[src/hw/rtl/sm3_pkg.sv]
// Package for the SM3 hash engine: constants, shared types and round helper functions.
// It has no dependencies. The scheduler, the round unit and the top-level engine import it.
`default_nettype none

package sm3_pkg;

    localparam int WORD_W   = 32;
    localparam int BLOCK_WORDS = 16;
    localparam int ROUNDS   = 64;
    localparam int DIGEST_WORDS = 8;

    typedef logic [WORD_W-1:0] sm3_word_t;
    typedef logic [DIGEST_WORDS-1:0][WORD_W-1:0] sm3_state_t;

    localparam sm3_state_t SM3_IV = {
        32'hB0FB0E4E, 32'hE38DEE4D, 32'h163138AA, 32'hA96F30BC,
        32'hDA8A0600, 32'h172442D7, 32'h4914B2B9, 32'h7380166F
    };

    localparam sm3_word_t T_LOW  = 32'h79CC4519;
    localparam sm3_word_t T_HIGH = 32'h7A879D8A;
    localparam sm3_word_t PAD_WORD = 32'h8000_0000;
    localparam logic [3:0] LEN_WORD_POS = 4'd14;

    typedef struct packed {
        logic push;
        logic expand;
    } sm3_sched_ctrl_t;

    typedef struct packed {
        logic load;
        logic step;
    } sm3_round_ctrl_t;

    function automatic sm3_word_t rotl32(input sm3_word_t x, input logic [4:0] n);
        sm3_word_t dbl_lo;
        dbl_lo = (x << n) | ((n == 5'd0) ? '0 : (x >> (6'd32 - {1'b0, n})));
        return dbl_lo;
    endfunction

    function automatic sm3_word_t perm0(input sm3_word_t x);
        return x ^ rotl32(x, 5'd9) ^ rotl32(x, 5'd17);
    endfunction

    function automatic sm3_word_t perm1(input sm3_word_t x);
        return x ^ rotl32(x, 5'd15) ^ rotl32(x, 5'd23);
    endfunction

    function automatic sm3_word_t round_const(input logic [5:0] j);
        return rotl32((j < 6'd16) ? T_LOW : T_HIGH, j[4:0]);
    endfunction

endpackage

`default_nettype wire

[src/hw/rtl/sm3_if.sv]
// Handshake interfaces for the message word channel and the digest word channel.
// They have no dependencies.
`default_nettype none

interface sm3_msg_if;
    logic        valid;
    logic        ready;
    logic [31:0] message_word;
    logic [2:0]  valid_bytes;
    logic        end_of_message;

    modport source (output valid, output message_word, output valid_bytes,
                    output end_of_message, input ready);
    modport sink (input valid, input message_word, input valid_bytes,
                  input end_of_message, output ready);
endinterface

interface sm3_digest_if;
    logic        valid;
    logic        ready;
    logic [31:0] digest_word;
    logic [2:0]  word_index;
    logic        last_word;

    modport source (output valid, output digest_word, output word_index,
                    output last_word, input ready);
    modport sink (input valid, input digest_word, input word_index,
                  input last_word, output ready);
endinterface

`default_nettype wire

[src/hw/rtl/sm3_sched.sv]
// Block buffer and message expansion of the SM3 engine as a 16-word sliding window.
// It depends on sm3_pkg.
`default_nettype none

module sm3_sched
    import sm3_pkg::*;
(
    input  wire logic            clk,
    input  wire sm3_sched_ctrl_t ctrl,
    input  wire sm3_word_t       word,
    output sm3_word_t            w_cur,
    output sm3_word_t            w_ahead
);

    sm3_word_t win_reg [BLOCK_WORDS];
    sm3_word_t expanded;

    assign expanded = perm1(win_reg[0] ^ win_reg[7] ^ rotl32(win_reg[13], 5'd15))
                      ^ rotl32(win_reg[3], 5'd7) ^ win_reg[10];
    assign w_cur   = win_reg[0];
    assign w_ahead = win_reg[4];

    always_ff @(posedge clk)
    begin
        if (ctrl.push || ctrl.expand)
        begin
            for (int i = 0; i < BLOCK_WORDS - 1; i++)
            begin
                win_reg[i] <= win_reg[i+1];
            end
            win_reg[BLOCK_WORDS-1] <= ctrl.push ? word : expanded;
        end
    end

endmodule

`default_nettype wire

[src/hw/rtl/sm3_round.sv]
// Shared SM3 round unit: eight working registers updated by one round per cycle while step is set.
// It depends on sm3_pkg.
`default_nettype none

module sm3_round
    import sm3_pkg::*;
(
    input  wire logic            clk,
    input  wire sm3_round_ctrl_t ctrl,
    input  wire logic [5:0]      round,
    input  wire sm3_word_t       w_cur,
    input  wire sm3_word_t       w_ahead,
    input  wire sm3_state_t      cv,
    output sm3_state_t           v
);

    sm3_state_t v_reg;
    sm3_state_t v_next;
    sm3_word_t  a12;
    sm3_word_t  ss1;
    sm3_word_t  ss2;
    sm3_word_t  ff;
    sm3_word_t  gg;
    sm3_word_t  tt1;
    sm3_word_t  tt2;

    always_comb
    begin
        a12 = rotl32(v_reg[0], 5'd12);
        ss1 = rotl32(a12 + v_reg[4] + round_const(round), 5'd7);
        ss2 = ss1 ^ a12;
        if (round < 6'd16)
        begin
            ff = v_reg[0] ^ v_reg[1] ^ v_reg[2];
            gg = v_reg[4] ^ v_reg[5] ^ v_reg[6];
        end
        else
        begin
            ff = (v_reg[0] & v_reg[1]) | (v_reg[0] & v_reg[2]) | (v_reg[1] & v_reg[2]);
            gg = (v_reg[4] & v_reg[5]) | (~v_reg[4] & v_reg[6]);
        end
        tt1 = ff + v_reg[3] + ss2 + (w_cur ^ w_ahead);
        tt2 = gg + v_reg[7] + ss1 + w_cur;
        v_next[0] = tt1;
        v_next[1] = v_reg[0];
        v_next[2] = rotl32(v_reg[1], 5'd9);
        v_next[3] = v_reg[2];
        v_next[4] = perm0(tt2);
        v_next[5] = v_reg[4];
        v_next[6] = rotl32(v_reg[5], 5'd19);
        v_next[7] = v_reg[6];
    end

    always_ff @(posedge clk)
    begin
        if (ctrl.load)
        begin
            v_reg <= cv;
        end
        else if (ctrl.step)
        begin
            v_reg <= v_next;
        end
    end

    assign v = v_reg;

endmodule

`default_nettype wire

[src/hw/rtl/sm3_hash_engine.sv]
// SM3 hash engine: one message word per transaction, eight digest words per message.
// The word that fills a block starts a compression: the rounds, then a fold into the chaining value,
// all on the single shared round unit.
// The final word adds the padding words and one or two compressions, then eight digest
// transactions; no word is taken meanwhile.
// Reset loads the initial value and clears the word and bit counts; no clearing pass.
`default_nettype none

module sm3_hash_engine
    import sm3_pkg::*;
(
    input wire logic    clk,
    input wire logic    rst_n,
    sm3_msg_if.sink     message,
    sm3_digest_if.source digest
);

    typedef enum logic [2:0] {
        ST_IDLE,
        ST_PAD,
        ST_COMP,
        ST_FOLD,
        ST_OUT
    } state_t;

    typedef enum logic [1:0] {
        PK_MARK,
        PK_ZERO,
        PK_LENLO,
        PK_DONE
    } pad_kind_t;

    state_t          state_reg;
    pad_kind_t       kind_reg;
    logic            pad_active_reg;
    logic [3:0]      count_reg;
    logic [63:0]     bits_reg;
    logic [5:0]      round_reg;
    logic [2:0]      idx_reg;
    sm3_state_t      cv_reg;

    logic            accept;
    logic [2:0]      nbytes;
    sm3_word_t       final_word;
    sm3_word_t       push_word;
    logic            push_en;
    logic            full;
    sm3_sched_ctrl_t sched_ctrl;
    sm3_round_ctrl_t round_ctrl;
    sm3_word_t       w_cur;
    sm3_word_t       w_ahead;
    sm3_state_t      v;

    assign message.ready = (state_reg == ST_IDLE);
    assign accept = message.valid && message.ready;
    assign nbytes = (message.valid_bytes > 3'd4) ? 3'd4 : message.valid_bytes;

    always_comb
    begin
        case (nbytes)
            3'd0:    final_word = PAD_WORD;
            3'd1:    final_word = (message.message_word & 32'hFF00_0000) | 32'h0080_0000;
            3'd2:    final_word = (message.message_word & 32'hFFFF_0000) | 32'h0000_8000;
            3'd3:    final_word = (message.message_word & 32'hFFFF_FF00) | 32'h0000_0080;
            default: final_word = message.message_word;
        endcase
    end

    always_comb
    begin
        push_word = '0;
        push_en   = 1'b0;
        if (state_reg == ST_IDLE)
        begin
            push_en   = accept;
            push_word = message.end_of_message ? final_word : message.message_word;
        end
        else if (state_reg == ST_PAD)
        begin
            case (kind_reg)
                PK_MARK:
                begin
                    push_en   = 1'b1;
                    push_word = PAD_WORD;
                end
                PK_ZERO:
                begin
                    push_en   = 1'b1;
                    push_word = (count_reg == LEN_WORD_POS) ? bits_reg[63:32] : '0;
                end
                PK_LENLO:
                begin
                    push_en   = 1'b1;
                    push_word = bits_reg[31:0];
                end
                default:
                begin
                    push_en   = 1'b0;
                    push_word = '0;
                end
            endcase
        end
    end

    assign full = push_en && (count_reg == 4'd15);

    assign sched_ctrl.push   = push_en;
    assign sched_ctrl.expand = (state_reg == ST_COMP);
    assign round_ctrl.load   = full;
    assign round_ctrl.step   = (state_reg == ST_COMP);

    sm3_sched u_sched (
        .clk     (clk),
        .ctrl    (sched_ctrl),
        .word    (push_word),
        .w_cur   (w_cur),
        .w_ahead (w_ahead)
    );

    sm3_round u_round (
        .clk     (clk),
        .ctrl    (round_ctrl),
        .round   (round_reg),
        .w_cur   (w_cur),
        .w_ahead (w_ahead),
        .cv      (cv_reg),
        .v       (v)
    );

    always_ff @(posedge clk or negedge rst_n)
    begin
        if (!rst_n)
        begin
            state_reg      <= ST_IDLE;
            kind_reg       <= PK_DONE;
            pad_active_reg <= 1'b0;
            count_reg      <= '0;
            bits_reg       <= '0;
            round_reg      <= '0;
            idx_reg        <= '0;
            cv_reg         <= SM3_IV;
        end
        else
        begin
            if (push_en)
            begin
                count_reg <= count_reg + 4'd1;
            end
            case (state_reg)
                ST_IDLE:
                begin
                    if (accept)
                    begin
                        round_reg <= '0;
                        if (message.end_of_message)
                        begin
                            bits_reg       <= bits_reg + 64'({nbytes, 3'b000});
                            pad_active_reg <= 1'b1;
                            kind_reg       <= (nbytes == 3'd4) ? PK_MARK : PK_ZERO;
                            state_reg      <= full ? ST_COMP : ST_PAD;
                        end
                        else
                        begin
                            bits_reg  <= bits_reg + 64'd32;
                            state_reg <= full ? ST_COMP : ST_IDLE;
                        end
                    end
                end
                ST_PAD:
                begin
                    round_reg <= '0;
                    case (kind_reg)
                        PK_MARK:  kind_reg <= PK_ZERO;
                        PK_ZERO:  kind_reg <= (count_reg == LEN_WORD_POS) ? PK_LENLO : PK_ZERO;
                        PK_LENLO: kind_reg <= PK_DONE;
                        default:  kind_reg <= PK_DONE;
                    endcase
                    state_reg <= full ? ST_COMP : ST_PAD;
                end
                ST_COMP:
                begin
                    round_reg <= round_reg + 6'd1;
                    if (round_reg == 6'(ROUNDS - 1))
                    begin
                        state_reg <= ST_FOLD;
                    end
                end
                ST_FOLD:
                begin
                    cv_reg  <= cv_reg ^ v;
                    idx_reg <= '0;
                    if (!pad_active_reg)
                    begin
                        state_reg <= ST_IDLE;
                    end
                    else if (kind_reg == PK_DONE)
                    begin
                        state_reg <= ST_OUT;
                    end
                    else
                    begin
                        state_reg <= ST_PAD;
                    end
                end
                ST_OUT:
                begin
                    if (digest.ready)
                    begin
                        if (idx_reg == 3'(DIGEST_WORDS - 1))
                        begin
                            cv_reg         <= SM3_IV;
                            bits_reg       <= '0;
                            count_reg      <= '0;
                            pad_active_reg <= 1'b0;
                            kind_reg       <= PK_DONE;
                            state_reg      <= ST_IDLE;
                        end
                        else
                        begin
                            idx_reg <= idx_reg + 3'd1;
                        end
                    end
                end
                default:
                begin
                    state_reg <= ST_IDLE;
                end
            endcase
        end
    end

    assign digest.valid       = (state_reg == ST_OUT);
    assign digest.digest_word = cv_reg[idx_reg];
    assign digest.word_index  = idx_reg;
    assign digest.last_word   = (idx_reg == 3'(DIGEST_WORDS - 1));

endmodule

`default_nettype wire

[src/flat_wrapper.sv]
// flat-port wrapper written by rule: the top's interface ports become plain ports
module sm3_hash_engine_flat import sm3_pkg::*;
  (clk, rst_n, message_valid, message_message_word, message_valid_bytes, message_end_of_message, message_ready, digest_valid, digest_digest_word, digest_word_index, digest_last_word, digest_ready);
  sm3_msg_if message_i ();
  sm3_digest_if digest_i ();
  input wire logic clk;
  input wire logic rst_n;
  input wire logic [$bits(message_i.valid)-1:0] message_valid;
  input wire logic [$bits(message_i.message_word)-1:0] message_message_word;
  input wire logic [$bits(message_i.valid_bytes)-1:0] message_valid_bytes;
  input wire logic [$bits(message_i.end_of_message)-1:0] message_end_of_message;
  output wire logic [$bits(message_i.ready)-1:0] message_ready;
  output wire logic [$bits(digest_i.valid)-1:0] digest_valid;
  output wire logic [$bits(digest_i.digest_word)-1:0] digest_digest_word;
  output wire logic [$bits(digest_i.word_index)-1:0] digest_word_index;
  output wire logic [$bits(digest_i.last_word)-1:0] digest_last_word;
  input wire logic [$bits(digest_i.ready)-1:0] digest_ready;
  assign message_i.valid = message_valid;
  assign message_i.message_word = message_message_word;
  assign message_i.valid_bytes = message_valid_bytes;
  assign message_i.end_of_message = message_end_of_message;
  assign message_ready = message_i.ready;
  assign digest_valid = digest_i.valid;
  assign digest_digest_word = digest_i.digest_word;
  assign digest_word_index = digest_i.word_index;
  assign digest_last_word = digest_i.last_word;
  assign digest_i.ready = digest_ready;
  sm3_hash_engine u_core (.clk(clk), .rst_n(rst_n), .message(message_i), .digest(digest_i));
endmodule
[config.mk]
export PLATFORM = sky130hd
export DESIGN_NAME = sm3_hash_engine_flat
export DESIGN_NICKNAME = d
export VERILOG_FILES = /design/src/hw/rtl/sm3_pkg.sv /design/src/hw/rtl/sm3_if.sv /design/src/hw/rtl/sm3_sched.sv /design/src/hw/rtl/sm3_round.sv /design/src/hw/rtl/sm3_hash_engine.sv /design/src/flat_wrapper.sv
export SDC_FILE = /design/constraint.sdc
export NUM_CORES = 2
export LEC_CHECK = 0
export ABC_AREA = 1
export BUFFER_PORTS_ARGS = -buffer_cell sky130_fd_sc_hd__buf_2
export CAP_MARGIN = 20
export CORE_ASPECT_RATIO = 1.25
export CORE_MARGIN = 2
export CORE_UTILIZATION = 35
export CTS_CLUSTER_DIAMETER = 60
export CTS_CLUSTER_SIZE = 30
export DETAILED_ROUTE_END_ITERATION = 10
export MAX_ROUTING_LAYER = met4
export PLACE_DENSITY = 0.46
export SLEW_MARGIN = 5
export SYNTH_ARGS = -nofsm -noshare
export SYNTH_HDL_FRONTEND = slang
export SYNTH_HIERARCHICAL = 1
export SYNTH_SLANG_ARGS = --single-unit
[constraint.sdc]
create_clock -name clk -period 17.3 [get_ports clk]
set_clock_uncertainty 0.15 [all_clocks]
set_input_delay 1.73 -clock clk [delete_from_list [all_inputs] [get_ports clk]]
set_output_delay 1.73 -clock clk [all_outputs]
set_load 0.01 [all_outputs]
==> results.yml <==
run_status:
  status: "completed"
synthesis:
  syn_nets: 7823
  synth_commonest_cells: "nand2_1 (2242), inv_1 (852), edfxtp_1 (768), nand3_1 (640), o21ai_0 (568)"
  yosys_warnings: 6
  ys_seq_elements: 1104
  synthTopCellsByArea: "edfxtp_1 (36%), nand2_1 (13%), dfrtp_1 (8.3%)"
  synth_edf_count: 768
  syn_area_um2: 64900
  syn_inst: 7480
  async_reset_ff_frac: 0.304
  seq_area_frac_synth: 0.487
  synth_top_area_cell: "edfxtp_1"
  synth.most_common_cell: "nand2_1"
  synth.top_cell.area_share: 0.355
  synthFlopType: "edfxtp_1"
  avgSynthCellArea_um2: 8.68
  ys_types: 69
floorplanning:
  ios: 78
  die_w_um: 389
  rows: 176
  die_area_um2: 189000
  die_h_um: 486
  core-area_um2: 184000
  initial_core_util: 0.353
job:
  drv_cap: 0
placement:
  gp_congestion: 1.00
  pre_cts_ws_ns: 6.96
  post-dp-hpwl_um: 217000
  dpl.cell_count: 9717
  port_buffers: 77
setup_path:
  crit_top_cell: "nand2_1"
  cp-start-kind: "flop"
  critPathSlowestCell: "dfrtp_1"
  crit_type: "reg2reg"
  critical_path_required_ns: 17.67
  critical_path.max_stage_delay_ns: 0.86
  crit_arrival_ns: 10.73
  setup.worst_path.end_class: "flop"
  path_max_fanout: 26
sta:
  holdWs_ns: 0.230
  setup_viol: 0
  fin_crit_sh: 0.599
  hold_violations: 0
  period_minus_slack_ns: 10.37
  slew_viol_final: 0
  fin_ws_ns: 6.93
  max-slew-margin-rel: 0.0590
  setup_tns_ns: 0
  tightest_slew_ns: 1.41
  rsz0062_at_grt: "false"
  fmax_ghz: 0.0965
clock_tree:
  cts_sinks: 1104
  clk_latency_ns: 0.79
  ctsResizeCount: 0
  cts_root_buffer: "clkbuf_16"
  hold_buffers: 0
  htree_levels: 3
  clockBufferDepth: 3
  cts_buffers: 109
  clkSlewWorstSetupHoldPaths_ns: 0.09
  tritoncts: "built"
  cts_setup_buffers: 0
route:
  drtAntennaViolNets: 0
  vias_per_cell: 5.25
  post-route-drc-count: 0
  initialDrtViolationCount: 4103
  drtPass1Iterations: 7
  num_vias: 52112
  wire_per_inst_um: 28.0
  drt-total-wl_um: 278000
hold_path:
  min_path_type: "reg2reg"
finish:
  finalNonFillerCells: 9928
  nets: 7770
  drive_gt1_frac: 0.0985
  largest_reg_flops: 512
  syn_to_final_growth_pct: 9.90
global_routing:
  grt_max_degree: 170
  grt_pass1_vias: 50515
  grt.overflow.total: 0
  grt_pass1_wl_um: 388000
  track_usage: 0.300
  grt_antenna_before_repair: 8
[final timing paths]
kind                                          startpoint                            end  slack (ns)  depth (start not counted)
min reg2reg                u_core/u_sched/win_reg[0][48]  u_core/u_sched/win_reg[0][16]        0.23                          0
min in group asynchronous                          rst_n             u_core/cv_reg[182]        0.83                          1
max                                  u_core/round_reg[1]          u_core/u_round/v[144]        6.93                         35
min                        u_core/u_sched/win_reg[0][48]  u_core/u_sched/win_reg[0][16]        0.23                          0
max in group asynchronous                          rst_n    u_core/digest.word_index[1]       13.91                          3
max reg2reg                          u_core/round_reg[1]          u_core/u_round/v[144]        6.93                         35
[layout by cell type, fill, tap and decap left out, types with 12 or more instances in the layout]
master | netlist | final
a21oi_1 | 417 | 417
a221oi_1 | 24 | 24
a22oi_1 | 34 | 34
a31oi_1 | 50 | 50
buf_2 | 87 | 76
buf_4 | 74 | 59
clkbuf_16 | 0 | 109
clkinv_8 | 0 | 13
dfrtp_1 | 215 | 213
dfstp_2 | 121 | 121
edfxtp_1 | 768 | 768
fa_1 | 189 | 189
ha_1 | 114 | 114
inv_1 | 852 | 848
inv_2 | 20 | 20
inv_6 | 0 | 14
nand2_1 | 2242 | 2241
nand2_2 | 81 | 81
nand2_4 | 20 | 21
nand3_1 | 640 | 640
nand3_2 | 12 | 12
nand3b_1 | 13 | 13
nand4_1 | 41 | 41
nor2_1 | 299 | 297
nor2_2 | 12 | 12
nor2_4 | 15 | 17
nor3_1 | 36 | 36
o211ai_1 | 21 | 21
o21ai_0 | 568 | 568
o21ai_1 | 12 | 12
o21bai_1 | 13 | 13
or2_2 | 81 | 79
xnor2_1 | 54 | 53
xor2_1 | 99 | 99
[routing by layer]
metal,routed length [µm],vias up,GRT usage
met5,0,-,-
li1,-,24548,-
met4,18700,0,0.169
met1,109000,25767,0.344
met2,139000,1404,0.514
met3,10700,393,0.0291
[per-stage QoR]
stage           util  instance area, µm²
3_3_place_gp   0.366               67300
5_1_grt        0.388               71300
4_1_cts        0.387               71300
2_1_floorplan      -               64900
3_5_place_dp   0.366               67300
6_report       0.388               71300
[cell families after synthesis]
family,count (synthesis),synth area share
simple gates,3527,0.234
compound gates,1193,0.0996
buf+inv,1183,0.0745
flops,1104,0.487
fa+ha+maj,303,0.0803
xor+xnor,159,0.0223
mux,11,0.00172
[final cells by class]
cell class | instances | area, µm²
flip-flops and latches | 1104 | 31600
well taps | 2403 | 3010
clock inverters | 83 | 1100
multi-input cells | 5193 | 28500
repair buffers | 141 | 953
fillers | 18817 | 113000
inverters | 878 | 3310
clock buffers | 125 | 2850
diodes | 1 | 2.50
[worst max-delay path, delay by kind of cell, from the launching register on]
kind / cells / cell delay (ns)
compound gates: 7 / 1.50
xor+xnor: 1 / 0.55
fa+ha+maj: 8 / 3.70
buf+inv: 5 / 1.18
flops: 1 / 0.86
simple gates: 14 / 2.15
Power is not shown: default switching activity piles up to over one toggle a cycle in this logic, so the estimate is an artifact.
